===== src/hw/rtl/itp_pkg.sv =====
// shared constants, codes and helper functions of the infix to postfix converter
package itp_pkg;

  localparam int STACK_DEPTH = 32;
  localparam int PTR_W       = (STACK_DEPTH > 1) ? $clog2(STACK_DEPTH) : 1;
  localparam int COUNT_W     = $clog2(STACK_DEPTH + 1);
  localparam int CODE_W      = 3;
  localparam int CHAR_W      = 8;
  localparam int ERR_W       = 2;

  // ascii characters of interest
  localparam logic [CHAR_W-1:0] CH_OPEN  = 8'h28;
  localparam logic [CHAR_W-1:0] CH_CLOSE = 8'h29;
  localparam logic [CHAR_W-1:0] CH_PLUS  = 8'h2b;
  localparam logic [CHAR_W-1:0] CH_MINUS = 8'h2d;
  localparam logic [CHAR_W-1:0] CH_TIMES = 8'h2a;
  localparam logic [CHAR_W-1:0] CH_DIV   = 8'h2f;
  localparam logic [CHAR_W-1:0] CH_ZERO  = 8'h30;
  localparam logic [CHAR_W-1:0] CH_NINE  = 8'h39;
  localparam logic [CHAR_W-1:0] CH_NONE  = 8'h00;

  // stack entry codes
  localparam logic [CODE_W-1:0] CODE_OPEN  = 3'd0;
  localparam logic [CODE_W-1:0] CODE_PLUS  = 3'd1;
  localparam logic [CODE_W-1:0] CODE_MINUS = 3'd2;
  localparam logic [CODE_W-1:0] CODE_TIMES = 3'd3;
  localparam logic [CODE_W-1:0] CODE_DIV   = 3'd4;

  // error codes
  localparam logic [ERR_W-1:0] ERR_NONE     = 2'd0;
  localparam logic [ERR_W-1:0] ERR_OVERFLOW = 2'd1;
  localparam logic [ERR_W-1:0] ERR_UNMATCH  = 2'd2;

  // request classes
  typedef logic [2:0] cls_t;
  localparam cls_t CLS_IGNORE = 3'd0;
  localparam cls_t CLS_DIGIT  = 3'd1;
  localparam cls_t CLS_OPEN   = 3'd2;
  localparam cls_t CLS_CLOSE  = 3'd3;
  localparam cls_t CLS_OP     = 3'd4;
  localparam cls_t CLS_END    = 3'd5;

  typedef logic [CODE_W-1:0] code_t;

  function automatic cls_t classify(input logic kind, input logic [CHAR_W-1:0] ch);
    cls_t c;
    c = CLS_IGNORE;
    if (kind) begin
      c = CLS_END;
    end else if (ch >= CH_ZERO && ch <= CH_NINE) begin
      c = CLS_DIGIT;
    end else if (ch == CH_OPEN) begin
      c = CLS_OPEN;
    end else if (ch == CH_CLOSE) begin
      c = CLS_CLOSE;
    end else if (ch == CH_PLUS || ch == CH_MINUS || ch == CH_TIMES || ch == CH_DIV) begin
      c = CLS_OP;
    end
    return c;
  endfunction

  function automatic code_t char_code(input logic [CHAR_W-1:0] ch);
    code_t c;
    c = CODE_OPEN;
    if (ch == CH_PLUS) begin
      c = CODE_PLUS;
    end else if (ch == CH_MINUS) begin
      c = CODE_MINUS;
    end else if (ch == CH_TIMES) begin
      c = CODE_TIMES;
    end else if (ch == CH_DIV) begin
      c = CODE_DIV;
    end
    return c;
  endfunction

  function automatic logic [1:0] prec(input code_t code);
    logic [1:0] p;
    p = 2'd0;
    if (code == CODE_TIMES || code == CODE_DIV) begin
      p = 2'd2;
    end else if (code == CODE_PLUS || code == CODE_MINUS) begin
      p = 2'd1;
    end
    return p;
  endfunction

  function automatic logic [CHAR_W-1:0] code_char(input code_t code);
    logic [CHAR_W-1:0] c;
    c = CH_NONE;
    if (code == CODE_OPEN) begin
      c = CH_OPEN;
    end else if (code == CODE_PLUS) begin
      c = CH_PLUS;
    end else if (code == CODE_MINUS) begin
      c = CH_MINUS;
    end else if (code == CODE_TIMES) begin
      c = CH_TIMES;
    end else if (code == CODE_DIV) begin
      c = CH_DIV;
    end
    return c;
  endfunction

endpackage


===== src/hw/rtl/itp_if.sv =====
// request and result channel interfaces of the infix to postfix converter
interface itp_in_if;
  import itp_pkg::*;
  logic              valid;
  logic              ready;
  logic              kind;
  logic [CHAR_W-1:0] symbol_in;
  modport source (output valid, output kind, output symbol_in, input ready);
  modport sink   (input valid, input kind, input symbol_in, output ready);
endinterface

interface itp_out_if;
  import itp_pkg::*;
  logic              valid;
  logic              ready;
  logic [CHAR_W-1:0] symbol_out;
  logic              has_symbol;
  logic              last;
  logic [ERR_W-1:0]  error;
  modport source (output valid, output symbol_out, output has_symbol, output last,
                  output error, input ready);
  modport sink   (input valid, input symbol_out, input has_symbol, input last,
                  input error, output ready);
endinterface


===== src/hw/rtl/itp_stack_ram.sv =====
// single port write, single port read synchronous ram for the operator stack
module itp_stack_ram #(
  parameter int DEPTH  = 32,
  parameter int WIDTH  = 3,
  parameter int ADDR_W = (DEPTH > 1) ? $clog2(DEPTH) : 1
) (
  input  logic              clk,
  input  logic              wr_en,
  input  logic [ADDR_W-1:0] wr_addr,
  input  logic [WIDTH-1:0]  wr_data,
  input  logic              rd_en,
  input  logic [ADDR_W-1:0] rd_addr,
  output logic [WIDTH-1:0]  rd_data
);

  logic [WIDTH-1:0] mem [DEPTH];

  always_ff @(posedge clk) begin
    if (wr_en) begin
      mem[wr_addr] <= wr_data;
    end
  end

  // read data holds while no read is issued
  always_ff @(posedge clk) begin
    if (rd_en) begin
      rd_data <= mem[rd_addr];
    end
  end

endmodule


===== src/hw/rtl/infix_to_postfix_converter.sv =====
// top level of the shunting-yard infix to postfix converter
// Usage and timing: send one infix character per request (kind = 0) and a
// request with kind = 1 to close the expression; postfix characters come out
// on the result channel, the final result of an end request has last set.
// The operator stack lives in a synchronous ram with registered reads, and
// only the stack count sits in flip-flops, so reset is immediate and no
// clearing pass is needed. A request is taken only while the converter is
// idle. A character that is not a digit, a parenthesis or + - * / is
// absorbed with no result. For any other request the accept cycle starts
// the ram read of the stack top and the next cycle acts on it; each pop
// issues the read of the next entry. A close parenthesis that pops entries
// finishes in the cycle of its final pop (its matching open one, or the
// bottom entry when it runs dry). A result waits in an output register, so
// work goes on while it is still pending and stalls only when a second
// result is ready before the first is taken. A push onto a full stack is
// dropped and reported with error 1, a close parenthesis with no matching
// open one with error 2.
module infix_to_postfix_converter (
  input  logic clk,
  input  logic rst,
  itp_in_if.sink     items,
  itp_out_if.source  results
);
  import itp_pkg::*;

  localparam logic S_IDLE = 1'b0;
  localparam logic S_EVAL = 1'b1;

  // control state
  logic               state, state_next;
  logic [COUNT_W-1:0] count, count_next;
  logic               pend_valid, pend_valid_next;

  // held request
  cls_t               cls;
  code_t              opcode;
  logic [CHAR_W-1:0]  sym;
  logic [CHAR_W-1:0]  pend_sym, pend_sym_next;

  // output register
  logic               out_valid;
  logic [CHAR_W-1:0]  out_sym;
  logic               out_has;
  logic               out_last;
  logic [ERR_W-1:0]   out_err;

  // ram ports
  logic               rd_en;
  logic [PTR_W-1:0]   rd_addr;
  logic               wr_en;
  code_t              top;

  // result being produced this cycle
  logic               emit;
  logic [CHAR_W-1:0]  e_sym;
  logic               e_has;
  logic               e_last;
  logic [ERR_W-1:0]   e_err;

  logic               accept;
  logic               slot_free;
  logic               stack_full;
  logic               pop;
  cls_t               in_cls;
  logic [COUNT_W-1:0] cnt_m1, cnt_m2;

  assign accept     = items.valid && items.ready;
  assign items.ready = (state == S_IDLE);
  assign in_cls     = classify(items.kind, items.symbol_in);
  assign slot_free  = !out_valid || results.ready;
  assign stack_full = (count == COUNT_W'(STACK_DEPTH));
  assign cnt_m1     = count - COUNT_W'(1);
  assign cnt_m2     = count - COUNT_W'(2);

  itp_stack_ram #(
    .DEPTH (STACK_DEPTH),
    .WIDTH (CODE_W)
  ) u_stack (
    .clk     (clk),
    .wr_en   (wr_en),
    .wr_addr (count[PTR_W-1:0]),
    .wr_data (opcode),
    .rd_en   (rd_en),
    .rd_addr (rd_addr),
    .rd_data (top)
  );

  always_comb begin
    state_next      = state;
    count_next      = count;
    pend_valid_next = pend_valid;
    pend_sym_next   = pend_sym;
    rd_en           = 1'b0;
    rd_addr         = cnt_m1[PTR_W-1:0];
    wr_en           = 1'b0;
    pop             = 1'b0;
    emit            = 1'b0;
    e_sym           = CH_NONE;
    e_has           = 1'b0;
    e_last          = 1'b0;
    e_err           = ERR_NONE;

    unique case (state)
      S_IDLE: begin
        // start reading the stack top together with the accept
        if (accept && in_cls != CLS_IGNORE) begin
          state_next = S_EVAL;
          rd_en      = (count != '0);
        end
      end
      S_EVAL: begin
        unique case (cls)
          CLS_DIGIT: begin
            if (slot_free) begin
              emit       = 1'b1;
              e_sym      = sym;
              e_has      = 1'b1;
              state_next = S_IDLE;
            end
          end
          CLS_OPEN, CLS_OP: begin
            if (cls == CLS_OP && count != '0 && top != CODE_OPEN &&
                prec(top) >= prec(opcode)) begin
              // pop an operator of equal or higher precedence
              if (slot_free) begin
                emit  = 1'b1;
                e_sym = code_char(top);
                e_has = 1'b1;
                pop   = 1'b1;
              end
            end else if (stack_full) begin
              // push dropped
              if (slot_free) begin
                emit       = 1'b1;
                e_err      = ERR_OVERFLOW;
                state_next = S_IDLE;
              end
            end else begin
              wr_en      = 1'b1;
              count_next = count + COUNT_W'(1);
              state_next = S_IDLE;
            end
          end
          CLS_CLOSE: begin
            if (count == '0) begin
              // nothing popped and nothing to match
              if (slot_free) begin
                emit       = 1'b1;
                e_err      = ERR_UNMATCH;
                state_next = S_IDLE;
              end
            end else if (top == CODE_OPEN) begin
              count_next = cnt_m1;
              state_next = S_IDLE;
            end else if (slot_free) begin
              emit  = 1'b1;
              e_sym = code_char(top);
              e_has = 1'b1;
              pop   = 1'b1;
              // popping the bottom entry leaves the close unmatched
              if (count == COUNT_W'(1)) begin
                e_err      = ERR_UNMATCH;
                state_next = S_IDLE;
              end
            end
          end
          CLS_END: begin
            // one result is held back so that last lands on the final one
            if (count == '0) begin
              if (slot_free) begin
                emit            = 1'b1;
                e_sym           = pend_valid ? pend_sym : CH_NONE;
                e_has           = pend_valid;
                e_last          = 1'b1;
                pend_valid_next = 1'b0;
                state_next      = S_IDLE;
              end
            end else if (top == CODE_OPEN) begin
              pop = 1'b1;
            end else if (!pend_valid || slot_free) begin
              emit            = pend_valid;
              e_sym           = pend_sym;
              e_has           = pend_valid;
              pend_sym_next   = code_char(top);
              pend_valid_next = 1'b1;
              pop             = 1'b1;
            end
          end
          default: begin
            state_next = S_IDLE;
          end
        endcase
        // pop the top and fetch the entry below it
        if (pop) begin
          count_next = cnt_m1;
          rd_en      = (cnt_m1 != '0);
          rd_addr    = cnt_m2[PTR_W-1:0];
        end
      end
      default: begin
        state_next = S_IDLE;
      end
    endcase
  end

  always_ff @(posedge clk) begin
    if (rst) begin
      state      <= S_IDLE;
      count      <= '0;
      pend_valid <= 1'b0;
    end else begin
      state      <= state_next;
      count      <= count_next;
      pend_valid <= pend_valid_next;
    end
  end

  always_ff @(posedge clk) begin
    pend_sym <= pend_sym_next;
    if (accept) begin
      cls    <= in_cls;
      opcode <= char_code(items.symbol_in);
      sym    <= items.symbol_in;
    end
  end

  // output register
  always_ff @(posedge clk) begin
    if (rst) begin
      out_valid <= 1'b0;
    end else if (emit) begin
      out_valid <= 1'b1;
    end else if (results.ready) begin
      out_valid <= 1'b0;
    end
  end

  always_ff @(posedge clk) begin
    if (emit) begin
      out_sym  <= e_sym;
      out_has  <= e_has;
      out_last <= e_last;
      out_err  <= e_err;
    end
  end

  assign results.valid      = out_valid;
  assign results.symbol_out = out_sym;
  assign results.has_symbol = out_has;
  assign results.last       = out_last;
  assign results.error      = out_err;

  // stack count stays within the stack
  a_count_range: assert property (@(posedge clk) disable iff (rst)
    count <= COUNT_W'(STACK_DEPTH))
    else $error("stack count beyond depth");

  // no push into a full stack
  a_no_overflow_write: assert property (@(posedge clk) disable iff (rst)
    wr_en |-> !stack_full)
    else $error("write to full stack");

  // a pop always has an entry to remove
  a_pop_nonempty: assert property (@(posedge clk) disable iff (rst)
    pop |-> count != '0)
    else $error("pop from empty stack");

  // a result is never produced over one that is still pending
  a_no_overwrite: assert property (@(posedge clk) disable iff (rst)
    emit |-> slot_free)
    else $error("output register overwritten");

  // every request that is not ignored is worked on in the next cycle
  a_accept_eval: assert property (@(posedge clk) disable iff (rst)
    accept && in_cls != CLS_IGNORE |=> state == S_EVAL)
    else $error("accepted request not evaluated");

endmodule

===== src/flat_wrapper.sv =====
// flat-port wrapper written by rule: the top's interface ports become plain ports
module infix_to_postfix_converter_flat import itp_pkg::*;
  (clk, rst, items_valid, items_kind, items_symbol_in, items_ready, results_valid, results_symbol_out, results_has_symbol, results_last, results_error, results_ready);
  itp_in_if items_i ();
  itp_out_if results_i ();
  input  logic clk;
  input  logic rst;
  input wire logic [$bits(items_i.valid)-1:0] items_valid;
  input wire logic [$bits(items_i.kind)-1:0] items_kind;
  input wire logic [$bits(items_i.symbol_in)-1:0] items_symbol_in;
  output wire logic [$bits(items_i.ready)-1:0] items_ready;
  output wire logic [$bits(results_i.valid)-1:0] results_valid;
  output wire logic [$bits(results_i.symbol_out)-1:0] results_symbol_out;
  output wire logic [$bits(results_i.has_symbol)-1:0] results_has_symbol;
  output wire logic [$bits(results_i.last)-1:0] results_last;
  output wire logic [$bits(results_i.error)-1:0] results_error;
  input wire logic [$bits(results_i.ready)-1:0] results_ready;
  assign items_i.valid = items_valid;
  assign items_i.kind = items_kind;
  assign items_i.symbol_in = items_symbol_in;
  assign items_ready = items_i.ready;
  assign results_valid = results_i.valid;
  assign results_symbol_out = results_i.symbol_out;
  assign results_has_symbol = results_i.has_symbol;
  assign results_last = results_i.last;
  assign results_error = results_i.error;
  assign results_i.ready = results_ready;
  infix_to_postfix_converter u_core (.clk(clk), .rst(rst), .items(items_i), .results(results_i));
endmodule

===== config.mk =====
export PLATFORM = sky130hd
export DESIGN_NAME = infix_to_postfix_converter_flat
export DESIGN_NICKNAME = d
export VERILOG_FILES = /design/src/hw/rtl/itp_pkg.sv /design/src/hw/rtl/itp_if.sv /design/src/hw/rtl/itp_stack_ram.sv /design/src/hw/rtl/infix_to_postfix_converter.sv /design/src/flat_wrapper.sv
export SDC_FILE = /design/constraint.sdc
export NUM_CORES = 1
export LEC_CHECK = 0
export BUFFER_PORTS_ARGS = -buffer_cell sky130_fd_sc_hd__buf_4
export CAP_MARGIN = 20
export CORE_ASPECT_RATIO = 0.9
export CORE_MARGIN = 2
export CORE_UTILIZATION = 44
export DETAILED_ROUTE_END_ITERATION = 16
export PLACE_DENSITY = 0.58
export SYNTH_ARGS = -nofsm -noshare
export SYNTH_HDL_FRONTEND = slang
export SYNTH_HIERARCHICAL = 1
export SYNTH_SLANG_ARGS = --single-unit

===== constraint.sdc =====
create_clock -name clk -period 6.45 [get_ports clk]
set_clock_uncertainty 0.05 [all_clocks]
set_input_delay 0.645 -clock clk [delete_from_list [all_inputs] [get_ports clk]]
set_output_delay 0.645 -clock clk [all_outputs]
set_load 0.005 [all_outputs]

# Yosys cells after proc, flatten, opt, wreduce, memory -nomap -nowiden
# Memories as Yosys holds them, arrays and structs flattened. A register that Yosys moved wholly into a read port is not among the register bits.
# Index checks and enable logic that the tools add are counted.
# totals
ff_bits	43
ramBits	96
in_bits	13
out_inout_bits	14
word_cells	178
mem_count	1
# classes
n_addsub	3
order_cmp	3
n_eq_ne	27
mux	96
n_bitwise	3
reduce_logical	32
# mem_list
memory	depth	width	rd	rd_ports_with_merged_regs	wr	line	rtl
u_core.u_stack.mem	32	3	1	1	1	itp_stack_ram.sv:16	logic [WIDTH-1:0] mem [DEPTH];
# ops
cell	count
$mux W8	15
$eq A8 B6 Y1 const B	6
$mux W1	43
$mux W6	6
$pmux W8 S4	1
$mux W2	15
$eq A3 B2 Y1 const B	6
$mux W3	6
$eq A3 B3 Y1 const B	4
$pmux W1 S4	3
$pmux W6 S2	1
$reduce_bool A6 Y1	2
$mux W5	2
$reduce_and A5 Y1	2
$eq A3 B1 Y1 const B	3
$logic_or A1 B1 Y1	9
$ne A3 B3 Y1 const B	3
$reduce_bool A3 Y1	3
$ge A8 B6 Y1 const B	1
$le A8 B6 Y1 const B	1
$add A6 B1 Y6 const B	1
$eq A6 B1 Y1 const B	1
$eq A6 B6 Y1 const B	1
$logic_and A1 B1 Y1	6
17 further kinds	23

# Depth between registers and ports, before layout
# logic_depth
depth_word	13
ltp_mapped	14
mapped_depth_nobuf	12

# Modules after synthesis
# Netlist, hierarchy kept.
# by_module_without_submodules
mod	instances	cells_per_inst	area_each_um2
itp_stack_ram	1	185	3946.3
infix_to_postfix_converter	1	240	2349.8

# Worst setup path before layout
# Ideal clock, no wire load.
# synth_timing
path_kind	register to register
from	register u_core.opcode[0]
to	register u_core.u_stack.rd_data[0] (read register of u_core.u_stack.mem) (data pin)
setup_ns	0.260
arrival_ns	3.866
path_slack_ns	2.275
stages_incl_launch_ff	15
path_buffers	2
synth_period_minus_slack_ns	4.175
cell_sequence	edfxtp_1 xnor2_1 nor2_1 ha_1 nand2b_1 nand4_1 a21oi_2 a21o_1 nand2_1 mux2i_1 clkbuf_1 clkbuf_1 mux4_2 mux4_2 mux2_2
# synth_via
elab_chain_cells	13
# synth_lines
item	line	rtl
from (decl)	infix_to_postfix_converter.sv:36	code_t opcode;
from (signal assigned)	infix_to_postfix_converter.sv:222	opcode <= char_code(items.symbol_in);
$eq A3 B1 Y1 / $eq A3 B2 Y1 (equally long branches)	itp_pkg.sv:82	end else if (code == CODE_PLUS || code == CODE_MINUS) begin
$logic_or A1 B1 Y1	itp_pkg.sv:82	
$mux W1	itp_pkg.sv:82	
$mux W2 (*)	itp_pkg.sv:80	if (code == CODE_TIMES || code == CODE_DIV) begin
$mux W2 (*)	infix_to_postfix_converter.sv:112	unique case (cls)
$mux W2 (*)	infix_to_postfix_converter.sv:103	unique case (state)
$ge A2 B2 Y1 (*)	infix_to_postfix_converter.sv:123	prec(top) >= prec(opcode)) begin
$logic_and A1 B1 Y1 (*)	infix_to_postfix_converter.sv:122	if (cls == CLS_OP && count != '0 && top != CODE_OPEN &&
$mux W1 (*)	infix_to_postfix_converter.sv:122	
$pmux W1 S3 (*)	infix_to_postfix_converter.sv:112	
$mux W1 (*)	infix_to_postfix_converter.sv:103	
$mux W5 (*)	infix_to_postfix_converter.sv:194	if (pop) begin
$mux W5 (*)	infix_to_postfix_converter.sv:103	
via u_core.rd_addr[2]	infix_to_postfix_converter.sv:49	logic [PTR_W-1:0] rd_addr;
to (decl)	itp_stack_ram.sv:13	output logic [WIDTH-1:0] rd_data
# Mark *: on every way through the listed nets, which the timed path passes. The rest lies on a longest branch. The select of a mux whose other input is x is not followed.
# A chain may end at the register's enable or synchronous reset.

# Worst setup path in the final report
# layout_timing
from	register u_core.count[1]
to	register u_core.u_stack.rd_data[2] (read register of u_core.u_stack.mem) (data pin)
# layout_via
elab_chain_cells	9
# layout_lines
item	line	rtl
from (decl)	infix_to_postfix_converter.sv:31	logic [COUNT_W-1:0] count, count_next;
from (signal assigned)	infix_to_postfix_converter.sv:213	count <= count_next;
$reduce_bool A6 Y1	infix_to_postfix_converter.sv:122	
$logic_and A1 B1 Y1 (3 in a row)	infix_to_postfix_converter.sv:122	
$mux W1	infix_to_postfix_converter.sv:122	
$pmux W1 S3	infix_to_postfix_converter.sv:112	
$mux W1	infix_to_postfix_converter.sv:103	
$mux W5	infix_to_postfix_converter.sv:194	
$mux W5 (*)	infix_to_postfix_converter.sv:103	
via u_core.rd_addr[2]	infix_to_postfix_converter.sv:49	
# Marks and branches as above.

==> flow_metrics.env <==
export IMPL_crit_slowest_cell="mux2i_2"
export IMPL_cts_buffer_depth=2
export IMPL_synth_async_sr_flop_share_pct=0
export IMPL_hold_slack_ps=354
export IMPL_synth_area_sq_um=6300
export IMPL_min_period_ps=4930
export IMPL_crit_family="multiplexers"
export IMPL_post_cts_buffers=0
export IMPL_grt_overflow=0
export IMPL_cts_hold_buffers=0
export IMPL_clock_latency_ps=420
export IMPL_slew_limit_headroom_pct=32.1
export IMPL_cts_sinks=138
export IMPL_drtIter0Drc=361
export IMPL_worstSetupStartpoint="u_core/count[1]"
export IMPL_regToRegStartpoint="u_core/count[1]"
export IMPL_hold_class="in -> reg"
export IMPL_syn_num_nets=447
export IMPL_setup_ws_ps=1520
export IMPL_die_x_um=130
export IMPL_place_gp_congestion=0.809
export IMPL_fill_cells=1173
export IMPL_start_util_pct=45.0
export IMPL_r2r_slack_ps=1520
export IMPL_ys_seq_elements=138
export IMPL_io_pins=27
export IMPL_htree_levels=4
export IMPL_syn_inst=425
export IMPL_outcome="finished clean"
export IMPL_crit_path_frequent_cell="nand2_1"
export IMPL_synth_edf_count=129
export IMPL_seq_area_sq_um=4050
export IMPL_crit_chain="inv_1 -> ha_1 -> nor3b_1 -> nand2_1 -> o211a_2 -> a21o_1 -> nand2_1 -> mux2i_2 -> buf_4 -> mux4_1 -> mux4_2 -> mux2_2"
export IMPL_nets=482
export IMPL_grt_max_degree=36
export IMPL_track_usage_pct=18.4
export IMPL_coreArea_sq_um=14000
export IMPL_path_clk_slew_ps=60
export IMPL_maxClockFrequency_ghz=0.203
export IMPL_crit_type="reg -> reg"
export IMPL_setup_violations=0
export IMPL_worst_pin_slew_ps=998
export IMPL_rsz0062_at_grt="false"
export IMPL_cts_resized=0
export IMPL_drive_gt1_share_pct=23.3
export IMPL_grt_pass1_wl_um=20600
export IMPL_cp_start_kind="register"
export IMPL_n_antenna_cell=0
export IMPL_antenna_left=0
export IMPL_yosys_most_used_dff="edfxtp_1"
export IMPL_ir_worst_vdd_v=0.000199
export IMPL_port_buffers=26
export IMPL_slowest_delay_ps=880
export IMPL_yosysUniqueCellTypes=59
export IMPL_wl_per_cell_um=19.4
export IMPL_die_area_sq_um=15300
export IMPL_die_h_um=117
export IMPL_end_kind="register"
export IMPL_cp_num_buf_inv=2
export IMPL_dpl_worst_slack_ps=1560
export IMPL_hold_path_startpoint="items_symbol_in[5]"
export IMPL_cp_arrival_ps=5050
export IMPL_rows=41
export IMPL_firstDrtPassIters=5
export IMPL_cts_made_buffers=17
export IMPL_grt_pass1_vias=3645
export IMPL_crit_fanout=13
export IMPL_viasPerCell=5.59
export IMPL_dp_hpwl_um=8700
export IMPL_ys_warn_count=6
export IMPL_grt_antenna_before_repair=0
export IMPL_drv_slew=0
export IMPL_syn2layout_area_growth_pct=15.7
export IMPL_p_leak_nw=2.48
export IMPL_drc=0
export IMPL_ys_seq_area_share_pct=64.4
export IMPL_via_count=3720
export IMPL_maxCapViolCount=0
export IMPL_fin_tns_setup_ps=0
export IMPL_required_ps=6580
export IMPL_syn_mean_instance_area_sq_um=14.8
export IMPL_total_power_mw=2.02
export IMPL_wl_um=12900
export IMPL_clockRootBuffer="clkbuf_16"
export IMPL_p_per_area_nw_per_um2=278
export IMPL_multi_input_area_sq_um=2110
export IMPL_period_share_pct=76.4
export IMPL_cts_tree="built"
export IMPL_finalHoldViolCount=0
cells by family after synthesis:
group	after synthesis	synth area share, %
xor+xnor	11	1.53
mux	39	12.3
fa+ha+maj	9	1.79
compound gates	61	6.80
flops	138	64.4
buf+inv	27	2.21
simple gates	140	11.0
flip-flops by register name (all words and copies together) (netlist names):
name                       cells
u_core/results.valid           1
u_core/results.symbol_out      8
u_core/u_stack/mem            96
u_core/pend_sym                4
u_core/state                   1
u_core/u_stack/rd_data         3
u_core/opcode                  3
u_core/count                   6
u_core/results.last            1
u_core/cls                     3
u_core/results.has_symbol      1
u_core/sym                     8
u_core/results.error           2
u_core/pend_valid              1
report_power, final:
part	total, mW	switching (mW)	internal [mW]
combinational	0.0867	0.0493	0.0374
sequential	0.992	0.00743	0.985
clock	0.944	0.375	0.569
layout by cell type (no fill, tap or decap), types with 4 or more instances in the layout:
cell | netlist | final
nand2_1 | 26 | 26
xnor2_1 | 10 | 9
dfxtp_1 | 9 | 9
ha_1 | 9 | 9
nor2b_1 | 4 | 4
clkbuf_16 | 0 | 17
o21ai_1 | 5 | 5
nor2_1 | 55 | 55
clkinvlp_4 | 0 | 4
buf_4 | 1 | 36
nor3_1 | 4 | 4
nand3_1 | 10 | 10
and3_1 | 5 | 5
a21oi_1 | 18 | 18
and2_1 | 4 | 4
nand3b_1 | 7 | 7
o21ai_0 | 8 | 8
inv_1 | 6 | 6
or3_1 | 5 | 5
mux4_2 | 29 | 29
edfxtp_1 | 129 | 129
layer usage:
layer | up-vias | part of all wire, % | wire length (um) | global-route usage (%)
li1 | 1715 | - | - | -
met4 | 0 | 1.3 | 173 | 6.25
met1 | 1886 | 49 | 6390 | 27.8
met5 | - | 0 | 0 | 0
met3 | 14 | 4.7 | 611 | 4.91
met2 | 105 | 45 | 5770 | 26.0
metrics by stage:
| step | cell area [sq um] | instances | utilization (%) |
|---|---|---|---|
| 2_1_floorplan | 6300 | 425 | - |
| 3_3_place_gp | 6710 | 634 | 47.9 |
| 3_5_place_dp | 6710 | 634 | 47.9 |
| 4_1_cts | 7280 | 666 | 52.0 |
| 5_1_grt | 7280 | 666 | 52.0 |
| 6_report | 7280 | 666 | 52.0 |
synthesized netlist by cell type, types with 4 or more instances:
cell / n / area, sq um
edfxtp_1: 129 / 3870
nor2_1: 55 / 206
mux4_2: 29 / 653
nand2_1: 26 / 97.6
a21oi_1: 18 / 90.1
clkbuf_1: 10 / 37.5
nand3_1: 10 / 50.1
xnor2_1: 10 / 87.6
dfxtp_1: 9 / 180
ha_1: 9 / 113
o21ai_0: 8 / 40.0
nand3b_1: 7 / 52.6
inv_1: 6 / 22.5
and3_1: 5 / 31.3
o21ai_1: 5 / 25.0
or3_1: 5 / 31.3
and2_1: 4 / 25.0
buf_6: 4 / 45.0
mux2i_1: 4 / 40.0
nor2b_1: 4 / 25.0
nor3_1: 4 / 20.0
final cells by class:
type | instances | area share [%]
Multi-Input combinational cell | 260 | 29.0
Clock inverter | 14 | 2.01
Sequential cell | 138 | 55.7
Timing Repair Buffer | 36 | 3.71
Tap cell | 193 | 3.32
Inverter | 7 | 0.361
Clock buffer | 18 | 5.89
final timing paths:
| check | end | depth (start not counted) |
|---|---|---|
| min reg2reg | u_core/pend_valid | 2 |
| max reg2reg | u_core/u_stack/rd_data[2] | 12 |
| max | u_core/u_stack/rd_data[2] | 12 |
| min | u_core/sym[5] | 1 |
Power figures use the tool's default switching activity.
